<file path="config.mk">
export PLATFORM = sky130hd
export DESIGN_NAME = multichannel_allpass2_section_top_flat
export DESIGN_NICKNAME = d
export VERILOG_FILES = /design/src/rtl/core/apf2_pkg.sv /design/src/rtl/core/apf2_if.sv /design/src/rtl/core/apf2_ram.sv /design/src/rtl/core/apf2_dp.sv /design/src/rtl/core/multichannel_allpass2_section_top.sv /design/src/flat_wrapper.sv
export SDC_FILE = /design/constraint.sdc
export NUM_CORES = 2
export LEC_CHECK = 0
export ABC_AREA = 1
export BUFFER_PORTS_ARGS = -buffer_cell sky130_fd_sc_hd__buf_2
export CAP_MARGIN = 20
export CORE_ASPECT_RATIO = 1.2
export CORE_MARGIN = 1.5
export CORE_UTILIZATION = 30
export DETAILED_ROUTE_END_ITERATION = 16
export HOLD_SLACK_MARGIN = 0.05
export SLEW_MARGIN = 20
export SYNTH_ARGS = -nofsm -noshare
export SYNTH_HDL_FRONTEND = slang
export SYNTH_SLANG_ARGS = --single-unit
</file>
<file path="constraint.sdc">
create_clock -name clk_i -period 28.7 [get_ports clk_i]
set_input_delay 5.74 -clock clk_i [delete_from_list [all_inputs] [get_ports clk_i]]
set_output_delay 5.74 -clock clk_i [all_outputs]
set_load 0.01 [all_outputs]
</file>
<file path="src/rtl/core/apf2_pkg.sv">
`default_nettype none

package apf2_pkg;

  localparam int CHANNELS    = 8;
  localparam int CHAN_W      = 3;
  localparam int SAMPLE_BITS = 24;
  localparam int COEF_BITS   = 18;

  localparam int FRAC_SHIFT = COEF_BITS - 2;
  localparam int OPND_W     = SAMPLE_BITS + 1;
  localparam int PROD_W     = OPND_W + COEF_BITS;
  localparam int RND_W      = PROD_W - FRAC_SHIFT;
  localparam int SUM_W      = RND_W + 2;
  localparam int CH_AW      = (CHANNELS > 1) ? $clog2(CHANNELS) : 1;
  localparam int CFG_IDX_W  = 1;
  localparam int CFG_W      = COEF_BITS;

  localparam logic [CFG_IDX_W-1:0] CFG_COEF_E1 = CFG_IDX_W'(0);
  localparam logic [CFG_IDX_W-1:0] CFG_COEF_E2 = CFG_IDX_W'(1);

  typedef logic        [CHAN_W-1:0]      chan_t;
  typedef logic signed [SAMPLE_BITS-1:0] sample_t;
  typedef logic signed [COEF_BITS-1:0]   coef_t;
  typedef logic        [CH_AW-1:0]       addr_t;

  // per-channel history entry
  typedef struct packed {
    sample_t x1;
    sample_t x2;
    sample_t y1;
    sample_t y2;
  } hist_t;

  localparam int HIST_W = $bits(hist_t);

  function automatic logic chan_ok(chan_t c);
    return int'(c) < CHANNELS;
  endfunction

  function automatic addr_t ch_addr(chan_t c);
    return CH_AW'(c);
  endfunction

endpackage

`default_nettype wire

</file>
<file path="src/rtl/core/apf2_if.sv">
`default_nettype none

interface apf2_in_if;
  import apf2_pkg::*;

  logic    valid;
  logic    ready;
  chan_t   chan;
  sample_t sample_in;

  modport source (output valid, output chan, output sample_in, input ready);
  modport sink (input valid, input chan, input sample_in, output ready);
endinterface

interface apf2_out_if;
  import apf2_pkg::*;

  logic    valid;
  logic    ready;
  chan_t   chan_out;
  sample_t sample_out;

  modport source (output valid, output chan_out, output sample_out, input ready);
  modport sink (input valid, input chan_out, input sample_out, output ready);
endinterface

`default_nettype wire

</file>
<file path="src/rtl/core/apf2_ram.sv">
`default_nettype none

module apf2_ram #(
  parameter int WIDTH = 8,
  parameter int DEPTH = 8,
  localparam int AW = (DEPTH > 1) ? $clog2(DEPTH) : 1
) (
  input  wire logic             clk_i,
  input  wire logic             we_i,
  input  wire logic [AW-1:0]    waddr_i,
  input  wire logic [WIDTH-1:0] wdata_i,
  input  wire logic             re_i,
  input  wire logic [AW-1:0]    raddr_i,
  output logic      [WIDTH-1:0] rdata_o
);

  logic [WIDTH-1:0] mem [DEPTH];
  logic [WIDTH-1:0] rdata_q;

  // read returns the old contents on a same-address write
  always_ff @(posedge clk_i) begin
    if (we_i) begin
      mem[waddr_i] <= wdata_i;
    end
    if (re_i) begin
      rdata_q <= mem[raddr_i];
    end
  end

  assign rdata_o = rdata_q;

endmodule

`default_nettype wire

</file>
<file path="src/rtl/core/apf2_dp.sv">
`default_nettype none

module apf2_dp (
  input  wire logic             clk_i,
  input  wire logic             ld_i,
  input  wire apf2_pkg::hist_t   hist_i,
  input  wire apf2_pkg::sample_t x_i,
  input  wire apf2_pkg::coef_t   e1_i,
  input  wire apf2_pkg::coef_t   e2_i,
  output apf2_pkg::sample_t      y_o,
  output apf2_pkg::hist_t        wb_o
);
  import apf2_pkg::*;

  logic signed [OPND_W-1:0] s1, s2;
  logic signed [PROD_W-1:0] m1_d, m2_d, m1_q, m2_q;
  logic signed [PROD_W-1:0] t1, t2;
  logic signed [RND_W-1:0]  r1, r2;
  logic signed [SUM_W-1:0]  sum;
  logic                     ovf;
  sample_t                  x_q, x1_q, x2_q, y1_q, y;

  // multiply stage
  assign s1   = OPND_W'(hist_i.x1) + OPND_W'(hist_i.y1);
  assign s2   = OPND_W'(x_i) + OPND_W'(hist_i.y2);
  assign m1_d = PROD_W'(e1_i) * PROD_W'(s1);
  assign m2_d = PROD_W'(e2_i) * PROD_W'(s2);

  always_ff @(posedge clk_i) begin
    if (ld_i) begin
      m1_q <= m1_d;
      m2_q <= m2_d;
      x_q  <= x_i;
      x1_q <= hist_i.x1;
      x2_q <= hist_i.x2;
      y1_q <= hist_i.y1;
    end
  end

  // round half away from zero, sum, saturate
  assign t1  = m1_q + PROD_W'(1 << (FRAC_SHIFT - 1)) - PROD_W'(m1_q[PROD_W-1]);
  assign t2  = m2_q + PROD_W'(1 << (FRAC_SHIFT - 1)) - PROD_W'(m2_q[PROD_W-1]);
  assign r1  = t1[PROD_W-1:FRAC_SHIFT];
  assign r2  = t2[PROD_W-1:FRAC_SHIFT];
  assign sum = -SUM_W'(r1) - SUM_W'(r2) - SUM_W'(x2_q);
  assign ovf = (sum[SUM_W-1:SAMPLE_BITS-1] != '0) && (sum[SUM_W-1:SAMPLE_BITS-1] != '1);

  always_comb begin
    if (ovf) begin
      y = {sum[SUM_W-1], {(SAMPLE_BITS-1){~sum[SUM_W-1]}}};
    end else begin
      y = sum[SAMPLE_BITS-1:0];
    end
  end

  assign y_o = y;

  always_comb begin
    wb_o.x1 = x_q;
    wb_o.x2 = x1_q;
    wb_o.y1 = y;
    wb_o.y2 = y1_q;
  end

endmodule

`default_nettype wire

</file>
<file path="src/rtl/core/multichannel_allpass2_section_top.sv">
// channel   direction  payload                 accepted when
// in_ch     sink       chan, sample_in         in_ch.valid && in_ch.ready
// out_ch    source     chan_out, sample_out    out_ch.valid && out_ch.ready
// cfg       write      cfg_idx_i, cfg_wdata_i  cfg_we_i
//
// one transaction per cycle unless stalled; each goes through the product registers to the
// output register; one on the same channel as the one directly ahead waits in the multiply
// stage until that one writes back, as y1, the previous result, feeds the e1 multiplier
// history lives in one ram entry per channel; per-channel valid bits clear it at reset at once
// a stalled output holds the pipeline and drops in_ch.ready once stage one cannot move
`default_nettype none

module multichannel_allpass2_section_top (
  input  wire logic                           clk_i,
  input  wire logic                           rst_ni,
  apf2_in_if.sink                             in_ch,
  apf2_out_if.source                          out_ch,
  input  wire logic                           cfg_we_i,
  input  wire logic [apf2_pkg::CFG_IDX_W-1:0] cfg_idx_i,
  input  wire logic [apf2_pkg::CFG_W-1:0]     cfg_wdata_i
);
  import apf2_pkg::*;

  coef_t               coef_e1_q, coef_e2_q;
  logic                in_acc;
  logic                p1_vld_q, p1_vld_d, p1_adv, hazard;
  chan_t               p1_chan_q;
  sample_t             p1_x_q;
  logic                rdv_q;
  logic                fwd_vld_q, fwd_vld_d, fwd_hit;
  hist_t               fwd_q, hist1, ram_rdata, wb;
  chan_t               nxt_chan;
  logic                p2_vld_q, p2_vld_d, p2_ok_q, p2_adv;
  chan_t               p2_chan_q;
  logic                out_vld_q, out_vld_d, out_free;
  chan_t               out_chan_q;
  sample_t             out_y_q, y;
  logic                we;
  logic [CHANNELS-1:0] vld_q;

  always_ff @(posedge clk_i or negedge rst_ni) begin
    if (!rst_ni) begin
      coef_e1_q <= '0;
      coef_e2_q <= '0;
    end else if (cfg_we_i) begin
      unique case (cfg_idx_i)
        CFG_COEF_E1: coef_e1_q <= cfg_wdata_i;
        CFG_COEF_E2: coef_e2_q <= cfg_wdata_i;
        default: ;
      endcase
    end
  end

  // pipeline control
  assign in_acc   = in_ch.valid && in_ch.ready;
  assign out_free = !out_vld_q || out_ch.ready;
  assign p2_adv   = p2_vld_q && out_free;
  assign hazard   = p2_vld_q && p2_ok_q && (p2_chan_q == p1_chan_q);
  assign p1_adv   = p1_vld_q && (!p2_vld_q || p2_adv) && !hazard;
  assign in_ch.ready = !p1_vld_q || p1_adv;
  assign we       = p2_adv && p2_ok_q;

  assign p1_vld_d  = in_acc ? 1'b1 : (p1_adv ? 1'b0 : p1_vld_q);
  assign p2_vld_d  = p1_adv ? 1'b1 : (p2_adv ? 1'b0 : p2_vld_q);
  assign out_vld_d = p2_adv ? 1'b1 : (out_ch.ready ? 1'b0 : out_vld_q);

  // forward a writeback that the ram read of the stage-one entry missed
  assign nxt_chan = in_acc ? in_ch.chan : p1_chan_q;
  assign fwd_hit  = we && (p2_chan_q == nxt_chan);

  always_comb begin
    fwd_vld_d = fwd_vld_q;
    if (fwd_hit) begin
      fwd_vld_d = 1'b1;
    end else if (in_acc) begin
      fwd_vld_d = 1'b0;
    end
  end

  always_ff @(posedge clk_i or negedge rst_ni) begin
    if (!rst_ni) begin
      p1_vld_q  <= 1'b0;
      p2_vld_q  <= 1'b0;
      out_vld_q <= 1'b0;
      fwd_vld_q <= 1'b0;
      rdv_q     <= 1'b0;
      vld_q     <= '0;
    end else begin
      p1_vld_q  <= p1_vld_d;
      p2_vld_q  <= p2_vld_d;
      out_vld_q <= out_vld_d;
      fwd_vld_q <= fwd_vld_d;
      if (in_acc) begin
        rdv_q <= vld_q[ch_addr(in_ch.chan)];
      end
      if (we) begin
        vld_q[ch_addr(p2_chan_q)] <= 1'b1;
      end
    end
  end

  always_ff @(posedge clk_i) begin
    if (in_acc) begin
      p1_chan_q <= in_ch.chan;
      p1_x_q    <= in_ch.sample_in;
    end
    if (fwd_hit) begin
      fwd_q <= wb;
    end
    if (p1_adv) begin
      p2_chan_q <= p1_chan_q;
      p2_ok_q   <= chan_ok(p1_chan_q);
    end
    if (p2_adv) begin
      out_chan_q <= p2_chan_q;
      out_y_q    <= p2_ok_q ? y : '0;
    end
  end

  always_comb begin
    if (fwd_vld_q) begin
      hist1 = fwd_q;
    end else if (rdv_q) begin
      hist1 = ram_rdata;
    end else begin
      hist1 = '0;
    end
  end

  apf2_ram #(
    .WIDTH (HIST_W),
    .DEPTH (CHANNELS)
  ) u_hist_ram (
    .clk_i   (clk_i),
    .we_i    (we),
    .waddr_i (ch_addr(p2_chan_q)),
    .wdata_i (wb),
    .re_i    (in_acc),
    .raddr_i (ch_addr(in_ch.chan)),
    .rdata_o (ram_rdata)
  );

  apf2_dp u_dp (
    .clk_i  (clk_i),
    .ld_i   (p1_adv),
    .hist_i (hist1),
    .x_i    (p1_x_q),
    .e1_i   (coef_e1_q),
    .e2_i   (coef_e2_q),
    .y_o    (y),
    .wb_o   (wb)
  );

  assign out_ch.valid      = out_vld_q;
  assign out_ch.chan_out   = out_chan_q;
  assign out_ch.sample_out = out_y_q;

endmodule

`default_nettype wire

</file>
<file path="src/flat_wrapper.sv">
// flat-port wrapper written by rule: the top's interface ports become plain ports
module multichannel_allpass2_section_top_flat import apf2_pkg::*;
  (clk_i, rst_ni, cfg_we_i, cfg_idx_i, cfg_wdata_i, in_ch_valid, in_ch_chan, in_ch_sample_in, in_ch_ready, out_ch_valid, out_ch_chan_out, out_ch_sample_out, out_ch_ready);
  apf2_in_if in_ch_i ();
  apf2_out_if out_ch_i ();
  input  wire logic clk_i;
  input  wire logic rst_ni;
  input  wire logic cfg_we_i;
  input  wire logic [apf2_pkg::CFG_IDX_W-1:0] cfg_idx_i;
  input  wire logic [apf2_pkg::CFG_W-1:0] cfg_wdata_i;
  input wire logic [$bits(in_ch_i.valid)-1:0] in_ch_valid;
  input wire logic [$bits(in_ch_i.chan)-1:0] in_ch_chan;
  input wire logic [$bits(in_ch_i.sample_in)-1:0] in_ch_sample_in;
  output wire logic [$bits(in_ch_i.ready)-1:0] in_ch_ready;
  output wire logic [$bits(out_ch_i.valid)-1:0] out_ch_valid;
  output wire logic [$bits(out_ch_i.chan_out)-1:0] out_ch_chan_out;
  output wire logic [$bits(out_ch_i.sample_out)-1:0] out_ch_sample_out;
  input wire logic [$bits(out_ch_i.ready)-1:0] out_ch_ready;
  assign in_ch_i.valid = in_ch_valid;
  assign in_ch_i.chan = in_ch_chan;
  assign in_ch_i.sample_in = in_ch_sample_in;
  assign in_ch_ready = in_ch_i.ready;
  assign out_ch_valid = out_ch_i.valid;
  assign out_ch_chan_out = out_ch_i.chan_out;
  assign out_ch_sample_out = out_ch_i.sample_out;
  assign out_ch_i.ready = out_ch_ready;
  multichannel_allpass2_section_top u_core (.clk_i(clk_i), .rst_ni(rst_ni), .in_ch(in_ch_i), .out_ch(out_ch_i), .cfg_we_i(cfg_we_i), .cfg_idx_i(cfg_idx_i), .cfg_wdata_i(cfg_wdata_i));
endmodule
</file>
---- After elaboration in Yosys (flattened, before gate mapping) ----
Memory sizes are Yosys's and may differ from the RTL's. A register that Yosys moved wholly into a read port is not among the register bits.
Index checks and enable logic that the tools add are counted.
cells by class
  eq/ne operators ......................... 3
  bitwise logic cells ..................... 3
  reduce and logical (&&, ||, !) cells .... 22
  multipliers ............................. 2
  $add $sub $neg .......................... 9
  order comparisons ....................... 3
  mux-type cells .......................... 18
operators by type and width
  kind                                                                number
  2-to-1 mux 96 bit                                                   2
  adder 43 x 16 -> 43 bit (second input constant)                     2
  multiplier 18 x 25 -> 43 bit                                        2
  subtractor 43 x 1 -> 43 bit                                         2
  adder 24 x 24 -> 25 bit                                             2
  negator 27 -> 29 bit                                                1
  subtractor 29 x 24 -> 29 bit                                        1
  subtractor 29 x 27 -> 29 bit                                        1
  2-to-1 mux 24 bit                                                   1
  2-to-1 mux 1 bit                                                    12
  logical AND 1 bit                                                   8
  < comparator 3 x 4 -> 1 bit (second input constant)                 2
  bitwise OR 8 bit                                                    1
  nonzero test 2 bit                                                  4
  == test 3 bit                                                       2
  != test 6 bit (second input constant)                               1
  nonzero test 6 bit                                                  1
  zero test 1 bit                                                     4
  AND reduction 2 bit                                                 2
  binary-select mux 1 bit (select 3 bit)                              1
  demux 1 bit (select 3 bit)                                          1
  greater-or-equal comparator 3 x 1 -> 1 bit (second input constant)  1
  logical OR 1 bit                                                    3
  2-to-1 mux 3 bit                                                    1
  NOT 1 bit                                                           2
word-level totals
  memories kept ........................... 1
  logic and storage cells ................. 84
  input port bits ......................... 51
  output and inout bits ................... 29
  register bits after elaboration ......... 384
  memory bits (writable) .................. 768
memories
  memory                 depth  bits a word  rd ports  clocked after Yosys merged registers in  wr ports  RTL line        source
  u_core.u_hist_ram.mem  8      96           1         1                                        1         apf2_ram.sv:17  logic [WIDTH-1:0] mem [DEPTH];

---- Longest topological paths before layout ----
  word-level depth ........................ 12
  gate-level depth with buffers ........... 43
  mapped depth without buffers ............ 40

---- By module ----
Synthesis repeated with hierarchy kept, for this count alone.
second synthesis, totals
  cell total of the unflattened synthesis .. 10349
  area, all modules ....................... 93895.1 µm²
modules (own cells, without submodules)
  module                             area an instance (µm²)  sequential area each (µm²)  cells an instance  instances
  apf2_dp                            49374.9                 5465.2                      6203               1
  apf2_ram                           36501.3                 25944.9                     3432               1
  multichannel_allpass2_section_top  8018.9                  5790.6                      714                1

---- Worst setup path after synthesis ----
No wires, ideal clock.
  path kind ............................... input port to flip-flop
  from .................................... input port out_ch_ready
  to ...................................... register u_core.p2_chan_q[0] (enable)
  setup slack ............................. 14341 ps
  arrival ................................. 13625 ps
  stages on the path ...................... 4
  required time ........................... 27966 ps
  library setup time ...................... 734 ps
  buffers on the path ..................... 0
  cells stage by stage .................... nor2_1 > nand2_1 > o21ai_2 > nor2_1
on the way
  cells in the longest elaborated chain, start to end .. 5
RTL lines
  item                             RTL line                                  source
  from (decl)                      flat_wrapper.sv:18                        input wire logic [$bits(out_ch_i.ready)-1:0] out_ch_ready;
  logical OR 1 bit                 multichannel_allpass2_section_top.sv:56   assign out_free = !out_vld_q || out_ch.ready;
  logical AND 1 bit                multichannel_allpass2_section_top.sv:57   assign p2_adv = p2_vld_q && out_free;
  logical OR 1 bit                 multichannel_allpass2_section_top.sv:59   assign p1_adv = p1_vld_q && (!p2_vld_q || p2_adv) && !hazard;
  logical AND 1 bit (2 in series)  multichannel_allpass2_section_top.sv:59
  via u_core.p1_adv                multichannel_allpass2_section_top.sv:26   logic p1_vld_q, p1_vld_d, p1_adv, hazard;
  to (signal assigned)             multichannel_allpass2_section_top.sv:111  p2_chan_q <= p1_chan_q;
  to (decl)                        multichannel_allpass2_section_top.sv:34   chan_t p2_chan_q;
The timed path passes the listed nets, and every way through them passes these cells.
A chain may end at the register's enable or synchronous reset.

---- Final worst setup path ----
  from .................................... input port out_ch_ready
  to ...................................... output port in_ch_ready
on the way
  cells in the longest elaborated chain, start to end .. 6
RTL lines
  item                             RTL line                                 source
  logical OR 1 bit                 multichannel_allpass2_section_top.sv:56
  logical AND 1 bit                multichannel_allpass2_section_top.sv:57
  logical OR 1 bit                 multichannel_allpass2_section_top.sv:59
  logical AND 1 bit (2 in series)  multichannel_allpass2_section_top.sv:59
  logical OR 1 bit                 multichannel_allpass2_section_top.sv:60  assign in_ch.ready = !p1_vld_q || p1_adv;
  to (decl)                        flat_wrapper.sv:14                       output wire logic [$bits(in_ch_i.ready)-1:0] in_ch_ready;
Every way passes these cells.

==> results.md <==
- The x dimension of the die is between 500 and 600 um.
- Buffers inserted during clock tree synthesis total 112.
- The half-perimeter wire length after placement is between 150000 and 200000 um.
- In the layout the commonest cells are inv_1, nand2_1, nor2_1.
- The final core utilization is between 30% and 40%.
- Once the clock tree was built, the resizer swapped 0 gates to a different size.
- The first global-routing pass estimated 391000 um of wire.
- In this run the post-CTS setup repair buffer count came out at 0.
- The top cell type's share of synthesized area is between 40 and 50%.
- The first TritonRoute pass finished after 6 iterations.
- For the final routed database, the setup TNS stands at 0 ns.
- Cells with a size suffix above 1 make up between 5 and 6% of the layout.
- The clock root buffer is clkbuf_16.
- The routability congestion estimate is 0.934.
- The number of hold-repair buffers added at the cts stage is 0.
- The residual antenna-violating net count after detailed routing is 0.
- The buffer depth of the longest clock path is 3.
- In this run the number of H-tree levels came out at 3.
- The reg-to-reg critical path startpoint is u_core.fwd_vld_q.
- In this run the standard cell core region covers a little under 300000 um^2.
- Counting every instance in the synthesized netlist gives 9147.
- Counting I/O delays and the setup requirement, the final critical path takes between 10 and 15 ns.
- The count of fill cells added during filler insertion is slightly above 30000.
- Of all nets on the critical path, the largest fanout is 3.
- The count of unresolved DRC violations after routing is 0.
- Setup violations remaining at the end of the flow were counted as 0.
- The sequential element share of the synthesized area is a little over two fifths.
- A synthesized cell averages 9.75 um^2.
- The signed area change from the synthesized netlist to the final layout is 9.76%.
- The global routing stage identified its most utilized layer as met2.
- The dominant register cell in the synthesized netlist is edfxtp_1.
- Input and output buffers added on the ports amount to between 70 and 80.
- The portion of the clock cycle consumed by the worst path in the final layout is between 40 and 50%.
- The library cell used most frequently in the layout, excluding fill and tap cells, is inv_1.
- The worst setup path is of the input pin to output port kind.
- STA classifies the critical path startpoint as an input pin.
- After clock tree synthesis, the clock-pin slew on the worst setup and hold paths is about 0.06 ns.
- The starting density of the core is 30.1%.
- Hold is met by 0.455 ns.
- The number of enable flip-flop cells after synthesis is ~1200.
- In this run the most critical hold path is launched from u_core.vld_q[1].
- The initial antenna violation count is 9.
- The tightest min-delay check is of the flop to flop type.
- For the worst setup path, the data required time is roughly 23 ns.
- The worst clock skew is 0.0904 ns.
- The run finished with clean final reports.
- The capturing element type of the critical path is an output port.
- For the worst-skew pair, the clock arrives at the later sink with an insertion delay of ~0.8 ns.
- Counting distinct cell types in the post-synthesis netlist gives between 50 and 60.
- The sum of routed wire length over all layers is around 260000 um.
- The biggest area consumer among synthesized cells is edfxtp_1.
- The final count of pins violating max slew is 0.
- Yosys attributes the largest share of cell area to edfxtp_1, fa_1, inv_1.
- The most critical setup path has its startpoint at out_ch_ready.
- Entering global routing, the biggest net connects between 100 and 150 pins.
- The fraction of met1 tracks used by global routing is 20.8%.
- After synthesis the netlist holds a flip-flop and latch count of 1248.
- The die span in y is 600 um.
- The first routing iteration left between 4000 and 5000 violations.
- The number of global-route vias before repair came to ~64000.
- At the pin with the least slew margin, the transition time is around 1.1 ns.
- The cell area after synthesis is slightly below 90000 um^2.
- Data arrives at the worst endpoint at 6.60 ns.
- Global routing used around 1.5% of the available met3 tracks.
- Based on the critical path, the design can be clocked at up to approximately 81 MHz.
- The number of vias in the routed layout is roughly 63000.
- Global routing used 17.1% of the available tracks.
- For met2 alone, demand over resource in global routing was a little under a third.
- Setup repair after global routing left no endpoint under its margin.
- Counting flops with an async set or reset pin after synthesis yields a share of around 4%.
- The Yosys warning count is 0.
- The hold violation count in the final report is 0.
- The top-level I/O count is 80.
- The max-cap violation count is 0.
- The post-detailed-route via-to-cell ratio is roughly 4.7.
- After global routing the overflow that remains totals 0.
- The placement row count is 219.
- The die covers 301000 um^2.
- The max-slew headroom at the worst pin is between 20% and 30%.
- The number of nets in the layout is 10500.
- TritonCTS built the clock tree.
- The net count after synthesis is 10500.
- Clock tree synthesis found a total of 1248 sinks.
- The post-detailed-route wirelength per cell is ~20 um.
## registers in the layout, summed over array words and instances (netlist names), 43 cells and up
name and count:
u_core.u_hist_ram.rdata_o 96, u_core.fwd_q 96, u_core.u_hist_ram.mem 768, u_core.u_dp.m2_q 43
u_core.u_dp.m1_q 43
## cell type report
cell class | count | area [um^2] | area share, %
multi-input cells | 5941 | 44600 | 45.6
inverters | 1638 | 6180 | 6.31
clock inverters | 82 | 897 | 0.916
diodes | 3 | 7.51 | 0.00767
clock buffers | 125 | 2850 | 2.91
repair buffers | 176 | 1160 | 1.19
flip-flops and latches | 1248 | 37200 | 38.0
well taps | 3978 | 4980 | 5.08
## routing by layer
| layer | up-vias | routed length [um] |
|---|---|---|
| li1 | 29100 | - |
| met1 | 31300 | 104000 |
| met2 | 1745 | 131000 |
| met3 | 443 | 12100 |
| met4 | 0 | 12200 |
| met5 | - | 0 |
## worst max-delay path, stage by stage
cell     delay, ns
buf_2         0.10
nor2_1        0.22
nand2_1       0.12
o21ai_2       0.12
nand2_1       0.14
buf_2         0.16
## cells in the mapped netlist, types with 12 or more instances
library cell / count
buf_2: 38
nand2_1: 1470
inv_2: 14
ha_1: 400
buf_1: 25
a21oi_1: 245
inv_1: 1613
nand4_1: 30
nand3_1: 253
dfrtp_1: 49
nor2_1: 1372
fa_1: 911
clkbuf_1: 245
nand2_2: 16
o21ai_0: 569
o21a_1: 16
o21bai_1: 27
edfxtp_1: 1196
xnor2_1: 65
a31oi_1: 140
o22ai_1: 96
nor3_1: 37
o21ai_1: 12
xor2_1: 113
or2_2: 20
a21o_1: 49
## worst paths after layout
kind	slack (ns)	depth (start not counted)	to
hold reg to reg	0.46	2	u_core.vld_q[1]
max in group asynchronous	22.73	2	u_core.fwd_vld_q
min in group asynchronous	5.21	2	u_core.coef_e1_q[17]
setup / recovery	16.36	6	in_ch_ready
setup reg to reg	18.22	37	u_core.u_dp.m1_q[37]
hold / removal	0.46	2	u_core.vld_q[1]
## kinds of logic after synthesis
logic type | share of synthesized area [%]
compound gates | 7.46
xor+xnor | 1.92
fa+ha+maj | 26.1
buf+inv | 8.38
flops | 41.7
simple gates | 14.5
## through the flow
step | setup WS, ns | instance area [um^2] | instances
after floorplan | 14.34 | 89200 | 9147
final | 16.36 | 97900 | 13200
after CTS | 16.36 | 97900 | 13200
after detailed placement | 16.36 | 94100 | 13000
after global routing | 16.25 | 97900 | 13200
after global placement | 16.33 | 94100 | 13000
Power is not shown: default switching activity piles up to over one toggle a cycle in this logic, so the estimate is an artifact.
